## config.mk

```make
export PLATFORM = sky130hd
export DESIGN_NAME = bgi_out_fifo
export DESIGN_NICKNAME = d
export VERILOG_FILES = /design/src/hdl/bgi_pkg.sv /design/src/hdl/bgi_out_fifo.sv
export SDC_FILE = /design/constraint.sdc
export NUM_CORES = 1
export LEC_CHECK = 0
export BUFFER_PORTS_ARGS = -buffer_cell sky130_fd_sc_hd__buf_2
export CAP_MARGIN = 5
export CELL_PAD_IN_SITES_DETAIL_PLACEMENT = 1
export CELL_PAD_IN_SITES_GLOBAL_PLACEMENT = 1
export CORE_MARGIN = 3
export CORE_UTILIZATION = 53
export CTS_CLUSTER_DIAMETER = 60
export DETAILED_ROUTE_END_ITERATION = 12
export PLACE_DENSITY_LB_ADDON = 0.1
export SLEW_MARGIN = 5
export SYNTH_ARGS = -nofsm -noshare
export SYNTH_HDL_FRONTEND = slang
export SYNTH_SLANG_ARGS = --single-unit
```

## constraint.sdc

```tcl
create_clock -name clk -period 2.3 [get_ports clk]
set_input_delay 0.345 -clock clk [delete_from_list [all_inputs] [get_ports clk]]
set_output_delay 0.345 -clock clk [all_outputs]
set_load 0.1 [all_outputs]
```

## src/hdl/bgi_pkg.sv

```systemverilog
package bgi_pkg;

  // Grid geometry.
  localparam int GRID_SIZE   = 17;
  localparam int SAMPLE_STEP = 4;
  localparam int CELLS       = GRID_SIZE * GRID_SIZE;
  localparam int ADDR_W      = $clog2(CELLS);

  // Field widths of the transactions.
  localparam int OPCODE_W = 1;
  localparam int INDEX_W  = 9;
  localparam int VAL_W    = 16;
  localparam int COORD_W  = 6;
  localparam int S_DATA_W = ((INDEX_W + VAL_W + 2 * COORD_W + 7) / 8) * 8;
  localparam int M_DATA_W = ((VAL_W + 7) / 8) * 8;

  // Coordinate split: the step is a power of two, so division is a shift.
  localparam int STEP_LOG2 = $clog2(SAMPLE_STEP);
  localparam int CELL_W    = (GRID_SIZE > 2) ? $clog2(GRID_SIZE) : 1;
  localparam int FRAC_W    = $clog2(SAMPLE_STEP + 1);
  localparam int COORD_LIM = (GRID_SIZE - 1) * SAMPLE_STEP;

  // Blend arithmetic.
  localparam int A_W     = VAL_W + FRAC_W + 1;
  localparam int ACC_W   = A_W + FRAC_W + 2;
  localparam int ROUND   = (SAMPLE_STEP * SAMPLE_STEP) / 2;
  localparam int VAL_MAX = 2 ** (VAL_W - 1) - 1;
  localparam int VAL_MIN = -(2 ** (VAL_W - 1));

  // Result queue sizing: every query in flight holds a slot.
  localparam int OUT_DEPTH = 8;
  localparam int OCC_W     = $clog2(OUT_DEPTH + 1);

  // Operation codes.
  typedef enum logic [OPCODE_W-1:0] {
    OP_LOAD  = 1'b0,
    OP_QUERY = 1'b1
  } opcode_t;

  // Control of a query on its way from the grid reads to the blend.
  typedef struct packed {
    logic              valid;
    logic [FRAC_W-1:0] fx;
    logic [FRAC_W-1:0] fz;
  } query_t;

  // The four corner samples of one cell.
  typedef struct packed {
    logic signed [VAL_W-1:0] s00;
    logic signed [VAL_W-1:0] s01;
    logic signed [VAL_W-1:0] s10;
    logic signed [VAL_W-1:0] s11;
  } corners_t;

endpackage

```

## src/hdl/bgi_out_fifo.sv

```systemverilog
module bgi_out_fifo (
  input  logic                     clk,
  input  logic                     rst,
  input  logic                     push,
  input  logic [bgi_pkg::VAL_W-1:0] din,
  input  logic                     pop,
  output logic                     valid,
  output logic [bgi_pkg::VAL_W-1:0] dout
);
  import bgi_pkg::*;

  localparam int PTR_W = $clog2(OUT_DEPTH);

  logic [VAL_W-1:0] slots [OUT_DEPTH];
  logic [PTR_W-1:0] wptr;
  logic [PTR_W-1:0] rptr;
  logic [OCC_W-1:0] count;

  // Pointers and fill count; the caller never pushes into a full queue.
  always_ff @(posedge clk) begin
    if (rst) begin
      wptr  <= '0;
      rptr  <= '0;
      count <= '0;
    end else begin
      if (push) begin
        wptr <= wptr + 1'b1;
      end
      if (pop) begin
        rptr <= rptr + 1'b1;
      end
      count <= count + OCC_W'(push) - OCC_W'(pop);
    end
  end

  always_ff @(posedge clk) begin
    if (push) begin
      slots[wptr] <= din;
    end
  end

  assign valid = (count != '0);
  assign dout  = slots[rptr];

endmodule
```

==> qor.csv <==
stage,metric,value,unit
worst_setup_path,Critical Path Source Type,register,
yosys,Synth Register Bits,141,
layout,"commonest non-fill, non-tap cell in the layout",edfxtp_1,
worst_setup_path,CP required,1960,ps
worst_setup_path,worst reg2reg setup slack,710,ps
worst_setup_path,Setup CP Type,register to output pin,
floorplanning,die height,108,um
yosys,Synth area leaders,"edfxtp_1 (70%), mux4_1 (13%), dfxtp_1 (4.7%)",
placement,DP Worst Slack,229,ps
power_and_ir_drop,Max IR drop VDD,0.628,mV
worst_setup_path,R2R cell count,8,
sta,Final Slew Violations,0,
yosys,cells after synthesis,253,
worst_setup_path,RR Startpoint,count[0],
sta,setup violators final,16,
sta,RSZ-0062 raised after global routing,yes,
grt,number of global-route vias before repair,2859,
yosys,Mean Syn Cell Area,21.8,um2
cts,CTS tree,built,
power_and_ir_drop,Pleak,2.35,nW
layout,"Area growth, synth to finish",23.3,%
power_and_ir_drop,Logic pwr share,0.181,
power_and_ir_drop,P_sw,1.77,mW
cts,Worst-path clk slew,60,ps
layout,nets,346,
drt,Detailed Routing Iterations Pass 1,4,
cts,clock root buffer,clkbuf_8,
flow_run,max_cap viols,0,
layout,layout cell share with drive strength beyond 1,0.405,
power_and_ir_drop,Sw Share,0.261,
worst_setup_path,Reg-to-Reg End,count[2],
yosys,Syn Nets,281,
floorplanning,core area,9950,um2
placement,PortBufs,36,
cts,total CTS buffers,17,
min_path,hold worst-path end,slots[0][5],
grt,GRT overflow,0,
sta,Max Fclk,407,MHz
power_and_ir_drop,Clock power frac,0.386,
sta,Final Cycle Share,1.07,
sta,TNS Setup,-2260,ps
layout,"commonest non-fill, non-tap cells in the layout","edfxtp_1 (128), mux4_2 (32), buf_12 (21), buf_2 (20)",
floorplanning,Die X,108,um
drt,first-iteration detailed-routing DRC count,189,
min_path,worst hold path depth,1,
sta,Least-Margin Pin Slew,518,ps
floorplanning,row count,36,
floorplanning,Top Ports,37,
layout,Final Util,0.684,
drt,Final ANT Viol Nets,0,
drt,Routed Wire Length,11500,um
power_and_ir_drop,Reg power frac,0.433,
drt,Routed WL per cell,24.9,um
sta,clock skew,7.47,ps
grt,gr usage total,0.223,
sta,Final min period,2460,ps
cts,Hold Buf Count CTS,0,
floorplanning,die area,11700,um2
power_and_ir_drop,cell-internal power,5.01,mW
sta,final worst slack,-160,ps
placement,GPL Wtd Cong,0.708,
cts,"Clk Latency, worst-skew pair",520,ps
sta,final hold viol count,0,
grt,largest net degree at the start of global routing,33,
yosys,Syn. warnings,0,
placement,dpl hpwl,6400,um
cts,CTS Buffer Depth,2,
min_path,HP Start,din[5],
grt,initial antenna violation count,0,
run_status,failing checks,setup timing,
worst_setup_path,Critical Path End Type,output pin,
yosys,synthesized cell area,5520,um2
drt,Vias/cell,5.69,
min_path,HP Class,input pin to register,
sta,headroom to the max-slew limit,0.654,
grt,first-pass GRT wire length,17900,um
worst_setup_path,crit path DAT,2110,ps
worst_setup_path,"critical path fanouts, max",8,
yosys,synth unique cells,23,
drt,Vias,2640,
floorplanning,initial core utilization,0.555,
cts,Clock Sinks,141,
yosys,register area share after synthesis,0.743,
yosys,Synth top area share,0.696,
power_and_ir_drop,Power Density,995,nW/um2
run_status,run status,"complete, but fails checks",
layout,n_diodes,0,
yosys,cell taking the most area after synthesis,edfxtp_1,
drt,drt drc,0,
cts,htree depth,4,
power groups by stage:
stage                     clock network [mW]  registers [mW]  logic (mW)
after global routing                    2.81            2.94        1.30
final                                   2.62            2.93        1.23
after CTS                               2.67            2.93        1.23
after floorplan                            0            2.97       0.779
after detailed placement                   0            2.98       0.980
after global placement                     0            2.97       0.959
per-stage QoR:
stage / hold WS, ps / power (mW) / std cells / area, um2
floorplan: 444 / 3.75 / 253 / 5520
global placement: 506 / 3.93 / 431 / 5990
detailed placement: 536 / 3.96 / 431 / 5990
CTS: 65.7 / 6.83 / 464 / 6810
global route: 82.3 / 7.05 / 464 / 6810
finish: 95.0 / 6.78 / 464 / 6810
state kept, by name, indices dropped and copies added (netlist names), named ones only:
register	flops
slots	128
wptr	3
rptr	3
count	4
Yosys cell counts, drive strengths merged:
library cell and n:
xnor2 2, a31o 1, ha 7, nor2 16, nor2b 1, dfxtp 13
mux2 16, clkbuf 3, a21oi 2, inv 7, fa 1, nand2 4
nand3 2, edfxtp 128, buf 7, xor2 3, mux2i 2, mux4 32
nor3 2, nand2b 4
layout make-up:
cell class,instances,area (um2)
sequential,141,4110
inverter,7,26.3
fill,802,3140
clock buffer,19,422
timing repair buffer,56,653
multi-input combinational,95,1290
tap,133,166
clock inverter,13,148
repair_timing:
item | 4_1_cts | 5_1_grt
gates cloned | 1 | 0
pin swaps | 0 | 0
endpoints found under the setup margin | 16 | 16
buffers inserted | 0 | 0
gates resized for setup | 116 | 0
layer usage:
metal / part of all wire / vias to the layer above / track usage
li1: - / 1148 / -
met1: 0.41 / 1406 / 0.291
met2: 0.53 / 72 / 0.365
met3: 0.046 / 14 / 0.0597
met5: 0 / - / 0
met4: 0.016 / 0 / 0.0812
worst max path at each step:
| stage | startpoint | end | slack, ps | depth (start not counted) |
|---|---|---|---|---|
| 2_1_floorplan | wptr[2] | slots[0][0] | 260 | 2 |
| 3_3_place_gp | register | dout[4] | 250 | 4 |
| 3_5_place_dp | register | dout[11] | 230 | 4 |
| 4_1_cts | register | dout[4] | -200 | 4 |
| 5_1_grt | register | dout[9] | -230 | 4 |
| 6_report | register | dout[4] | -160 | 4 |
critical path, cell delays in order, from the launching register on:
cell and delay, ps:
dfxtp_4 430, buf_12 170, mux4_2 520, mux2_4 300
buf_12 170
logic make-up (layout without fill, tap and decap cells):
family          after synthesis  after routing  share of synthesized area
xor+xnor                      5              5                    0.00793
simple gates                 29             29                     0.0229
fa+ha+maj                     8              8                     0.0195
flops                       141            141                      0.743
mux                          50             50                      0.186
buf+inv                      17             95                     0.0172
compound gates                3              3                    0.00340
Power figures use the tool's default switching activity.
