$ cat config.mk
export PLATFORM = sky130hd
export DESIGN_NAME = bgi_blend
export DESIGN_NICKNAME = d
export VERILOG_FILES = /design/src/hdl/bgi_pkg.sv /design/src/hdl/bgi_blend.sv
export SDC_FILE = /design/constraint.sdc
export NUM_CORES = 1
export LEC_CHECK = 0
export BUFFER_PORTS_ARGS = -buffer_cell sky130_fd_sc_hd__buf_2
export CELL_PAD_IN_SITES_DETAIL_PLACEMENT = 1
export CELL_PAD_IN_SITES_GLOBAL_PLACEMENT = 1
export CORE_UTILIZATION = 40
export DETAILED_ROUTE_END_ITERATION = 8
export GPL_TIMING_DRIVEN = 0
export HOLD_SLACK_MARGIN = 0.12
export PLACE_DENSITY = 0.67
export REMOVE_ABC_BUFFERS = 1
export SYNTH_ARGS = -nofsm -noshare
export SYNTH_HDL_FRONTEND = slang
export SYNTH_SLANG_ARGS = --single-unit
export TNS_END_PERCENT = 10
$ cat constraint.sdc
create_clock -name clk -period 8.4 [get_ports clk]
set_clock_uncertainty 0.1 [all_clocks]
set_input_delay 0.84 -clock clk [delete_from_list [all_inputs] [get_ports clk]]
set_output_delay 0.84 -clock clk [all_outputs]
set_load 0.1 [all_outputs]
$ cat src/hdl/bgi_pkg.sv
package bgi_pkg;

  // Grid geometry.
  localparam int GRID_SIZE   = 17;
  localparam int SAMPLE_STEP = 4;
  localparam int CELLS       = GRID_SIZE * GRID_SIZE;
  localparam int ADDR_W      = $clog2(CELLS);

  // Field widths of the transactions.
  localparam int OPCODE_W = 1;
  localparam int INDEX_W  = 9;
  localparam int VAL_W    = 16;
  localparam int COORD_W  = 6;
  localparam int S_DATA_W = ((INDEX_W + VAL_W + 2 * COORD_W + 7) / 8) * 8;
  localparam int M_DATA_W = ((VAL_W + 7) / 8) * 8;

  // Coordinate split: the step is a power of two, so division is a shift.
  localparam int STEP_LOG2 = $clog2(SAMPLE_STEP);
  localparam int CELL_W    = (GRID_SIZE > 2) ? $clog2(GRID_SIZE) : 1;
  localparam int FRAC_W    = $clog2(SAMPLE_STEP + 1);
  localparam int COORD_LIM = (GRID_SIZE - 1) * SAMPLE_STEP;

  // Blend arithmetic.
  localparam int A_W     = VAL_W + FRAC_W + 1;
  localparam int ACC_W   = A_W + FRAC_W + 2;
  localparam int ROUND   = (SAMPLE_STEP * SAMPLE_STEP) / 2;
  localparam int VAL_MAX = 2 ** (VAL_W - 1) - 1;
  localparam int VAL_MIN = -(2 ** (VAL_W - 1));

  // Result queue sizing: every query in flight holds a slot.
  localparam int OUT_DEPTH = 8;
  localparam int OCC_W     = $clog2(OUT_DEPTH + 1);

  // Operation codes.
  typedef enum logic [OPCODE_W-1:0] {
    OP_LOAD  = 1'b0,
    OP_QUERY = 1'b1
  } opcode_t;

  // Control of a query on its way from the grid reads to the blend.
  typedef struct packed {
    logic              valid;
    logic [FRAC_W-1:0] fx;
    logic [FRAC_W-1:0] fz;
  } query_t;

  // The four corner samples of one cell.
  typedef struct packed {
    logic signed [VAL_W-1:0] s00;
    logic signed [VAL_W-1:0] s01;
    logic signed [VAL_W-1:0] s10;
    logic signed [VAL_W-1:0] s11;
  } corners_t;

endpackage

$ cat src/hdl/bgi_blend.sv
module bgi_blend (
  input  logic                            clk,
  input  logic                            rst,
  input  bgi_pkg::query_t                 query,
  input  bgi_pkg::corners_t               corners,
  output logic                            res_valid,
  output logic signed [bgi_pkg::VAL_W-1:0] res_value
);
  import bgi_pkg::*;

  logic                    a_valid;
  logic signed [A_W-1:0]   a_top;
  logic signed [A_W-1:0]   a_bot;
  logic [FRAC_W-1:0]       a_fz;
  logic signed [A_W-1:0]   a_top_next;
  logic signed [A_W-1:0]   a_bot_next;
  logic [FRAC_W-1:0]       wx0;
  logic signed [ACC_W-1:0] acc;
  logic signed [ACC_W-1:0] quot;
  logic [FRAC_W-1:0]       wz0;
  logic signed [VAL_W-1:0] res_value_next;

  // Blend along x: weights are step minus fraction and fraction.
  always_comb begin
    wx0        = FRAC_W'(SAMPLE_STEP) - query.fx;
    a_top_next = A_W'(corners.s00) * A_W'($signed({1'b0, wx0}))
               + A_W'(corners.s01) * A_W'($signed({1'b0, query.fx}));
    a_bot_next = A_W'(corners.s10) * A_W'($signed({1'b0, wx0}))
               + A_W'(corners.s11) * A_W'($signed({1'b0, query.fx}));
  end

  always_ff @(posedge clk) begin
    if (rst) begin
      a_valid <= 1'b0;
    end else begin
      a_valid <= query.valid;
    end
    a_top <= a_top_next;
    a_bot <= a_bot_next;
    a_fz  <= query.fz;
  end

  // Blend along z, add half an output step, floor by the squared step and saturate.
  always_comb begin
    wz0  = FRAC_W'(SAMPLE_STEP) - a_fz;
    acc  = ACC_W'(a_top) * ACC_W'($signed({1'b0, wz0}))
         + ACC_W'(a_bot) * ACC_W'($signed({1'b0, a_fz}))
         + ACC_W'(ROUND);
    quot = acc >>> (2 * STEP_LOG2);
    if (quot > ACC_W'(VAL_MAX)) begin
      res_value_next = VAL_W'(VAL_MAX);
    end else if (quot < ACC_W'(VAL_MIN)) begin
      res_value_next = VAL_W'(VAL_MIN);
    end else begin
      res_value_next = quot[VAL_W-1:0];
    end
  end

  always_ff @(posedge clk) begin
    if (rst) begin
      res_valid <= 1'b0;
    end else begin
      res_valid <= a_valid;
    end
    res_value <= res_value_next;
  end

endmodule

==> impl_results.md <==
* Layout cell share with drive strength beyond 1 at 0.07677
* Top cell type's share of synthesized area at 0.3225
* Vias in the first global route at 10.02k
* Critical path arrival at 7.74 ns
* Slew headroom at 0.2573
* Antenna Nets Post-Route at 0
* R2r worst-path depth at 22
* Sequential area share after synthesis at 0.09151
* Min-Delay Endpoint: res_valid
* Final RePlAce weighted congestion at approximately 0.8
* #FFs+latches synth at 61
* Max cap viols at 0
* # H-tree levels at 3
* Yosys Warn Count at 0
* Critical path required time at approximately 8.6 ns
* Asr flop ratio synth at 0
* Row cnt at 66
* Total Wirelength at between 20 and 30 mm
* Area delta synth->final at 9.066%
* Synth top area cells: fa_1, ha_1, and2_1, inv_1, dfxtp_1
* # setup viols final at 0
* Post-Syn Area at 0.01335 mm2
* Worst Tran Pin Value at between 1 and 1.5 ns
* DP Wirelength at between 20 and 25 mm
* Hold Fails Final Rpt at 0
* CP startpoint kind: flop
* Post-layout net count at 2037
* Largest net degree at the start of global routing at 66
* Outcome: complete, no violations
* Grt total ovfl at 0
* Cells resized by post-CTS repair at 0
* Worst-skew pair later-pin latency at about 0.34 ns
* Gate Count Post-Synth at around 1.5k
* Largest area contributor in the netlist: fa_1
* Port bufs at 89
* Aggregate global-route resource usage at 0.1651
* Endpoint class of the critical path: flop
* EDFF count, synth at 0
* CTS root buffer: clkbuf_16
* Clk sinks at around 60
* Min-Delay Path Class: flop to flop
* FMAX at ~130 MHz
* Worst-path fanout max at 40
* Library cells used by synthesis at 48
* Setup Fix Bufs, Post-CTS at 0
* Tmin final at 7.566 ns
* Worst reg2reg path endpoint: res_value[2]
* Reg area at 0.001221 mm2
* Longest Clk Path Bufs at 2
* Worst r2r src: a_fz[0]
* Clock-pin slew of the registers on the worst-case setup and hold paths at 0.06 ns
* R2r setup slk at approximately 0.83 ns
* Vias per cell at ~4.5
* CTS Hold Bufs at 0
* RSZ-0062 raised after global routing: no
* Antenna violations before repair at 8
* Setup Crit Path Kind: flop to flop
* Clock buffer count from CTS at 9
* Syn_area_per_cell at 9.035 um2
* Core Region at 0.03270 mm2
* Wire length per cell at about 13 um
* DRC viols at 0
* Via Count at about 9.0k
* Overall die height at 184.7 um
* Post-synth top flop: dfxtp_1
* Worst hold path cell count at 1
* IO Count at 90
* Drt first pass iters at 4
* First DRT Iteration DRCs at 137
* Die Area at about 0.034 mm2
* Chip width at 184.7 um
* Initial core utilization at 0.4081
* FILL cells at 3937
* Min-delay src: a_valid
* TritonCTS clock tree: built
* Global-route wire length before repair at 45.58 mm
* Post-layout util at 0.4451
* Slew Viols, Final at 0
* Area of the multi-input gates at 0.01052 mm2
* Final Cycle Share at 0.9007
## metal layers
layer	share of wire	global-route usage	vias to the layer above
met5	0.0019	0	-
met4	0.0070	0.02612	8
met3	0.025	0.02351	18
met2	0.50	0.3061	79
met1	0.46	0.2045	4407
li1	-	-	4528
## synthesized netlist by cell type, types with 2 or more instances
| cell | count |
|---|---|
| inv_1 | 396 |
| and2_1 | 303 |
| fa_1 | 215 |
| ha_1 | 204 |
| dfxtp_1 | 61 |
| xnor2_1 | 47 |
| clkbuf_1 | 31 |
| a21oi_1 | 30 |
| nor2_1 | 29 |
| nand2_1 | 25 |
| a21o_1 | 24 |
| o21ai_0 | 15 |
| xor2_1 | 15 |
| nand3_1 | 9 |
| nor2b_1 | 9 |
| nor3_1 | 8 |
| o21a_1 | 7 |
| a31oi_1 | 6 |
| nand4_1 | 4 |
| and3_1 | 3 |
| nand2b_1 | 3 |
| a211o_1 | 2 |
| a21boi_0 | 2 |
| a21boi_1 | 2 |
| o21bai_1 | 2 |
| o31ai_1 | 2 |
| or3_1 | 2 |
## sequential cells by signal, summed over array words and instances (netlist names)
signal and flops:
a_bot 20, a_top 20, res_value 16, a_fz 3, a_valid 1, res_valid 1
## critical path, cell delays in order (launching register included)
cell and delay, ns:
dfxtp_1 1.05, inv_1 0.12, ha_1 0.28, xor2_2 0.59
nand2_1 0.18, fa_1 0.53, fa_1 0.53, inv_1 0.05
fa_1 0.47, inv_1 0.05, fa_1 0.52, inv_1 0.04
ha_1 0.29, nand4_1 0.18, o21a_2 0.35, o31ai_4 0.32
a41o_2 0.31, a221oi_4 0.10, o311a_4 0.34, a21oi_2 0.17
xnor2_1 0.19, o31a_1 0.57, a21o_1 0.14
## final cells by class
cell class                 count  area share
antenna                        5   0.0008596
sequential                    61     0.08390
inverter                     396      0.1021
tap                          442     0.03800
multi-input combinational    987      0.7226
clock buffer                   9     0.01547
clock inverter                 7    0.005416
timing repair buffer          90     0.03163
## cell families after synthesis
logic type	count (synthesis)	share of synthesized area
buffers and inverters	429	0.1215
and+or+nand+nor	400	0.1761
xor gates and xnor gates	62	0.04069
AOI/OAI and AO/OA	106	0.05644
DFF	61	0.09151
adders and majority gates	419	0.5138
## stage by stage
stage	instances	instance area, um2	setup TNS (ns)	setup slack, ns	hold slack, ns
floorplan	1444	13210	0	1.965	0.3138
global placement	1975	14210	-0.2324	-0.1442	0.3298
detailed placement	1976	14230	0	0.3246	0.3368
CTS	1992	14540	0	0.3115	0.3540
global route	1993	14550	0	0.1784	0.3582
finish	1997	14560	0	0.8339	0.3449
## how the worst max path moves through the flow
| stage | start | to | slack, ns |
|---|---|---|---|
| after floorplan | a_fz[0] | res_value[0] | 1.97 |
| final | a_fz[0] | res_value[2] | 0.83 |
| after CTS | a_fz[0] | res_value[2] | 0.31 |
| after detailed placement | a_fz[0] | res_value[2] | 0.32 |
| after global placement | query[3] | a_top[18] | -0.14 |
| after global routing | a_fz[0] | res_value[3] | 0.18 |
## cells in the final DEF, fill, tap and decap left out, types with 8 or more instances in the layout
| cell | count |
|---|---|
| fa_1 | 215 |
| inv_1 | 396 |
| xnor2_1 | 47 |
| nor3_1 | 8 |
| nor2b_1 | 9 |
| buf_2 | 89 |
| a21o_1 | 24 |
| dfxtp_1 | 61 |
| xor2_1 | 13 |
| nand2_1 | 25 |
| ha_1 | 204 |
| o21ai_0 | 15 |
| a21oi_1 | 30 |
| nor2_1 | 29 |
| and2_1 | 303 |
| clkbuf_16 | 9 |
| nand3_1 | 9 |
Power is left out: the tool's default activity adds up to more than one toggle a clock period on the data nets, which glitch-free logic cannot reach.
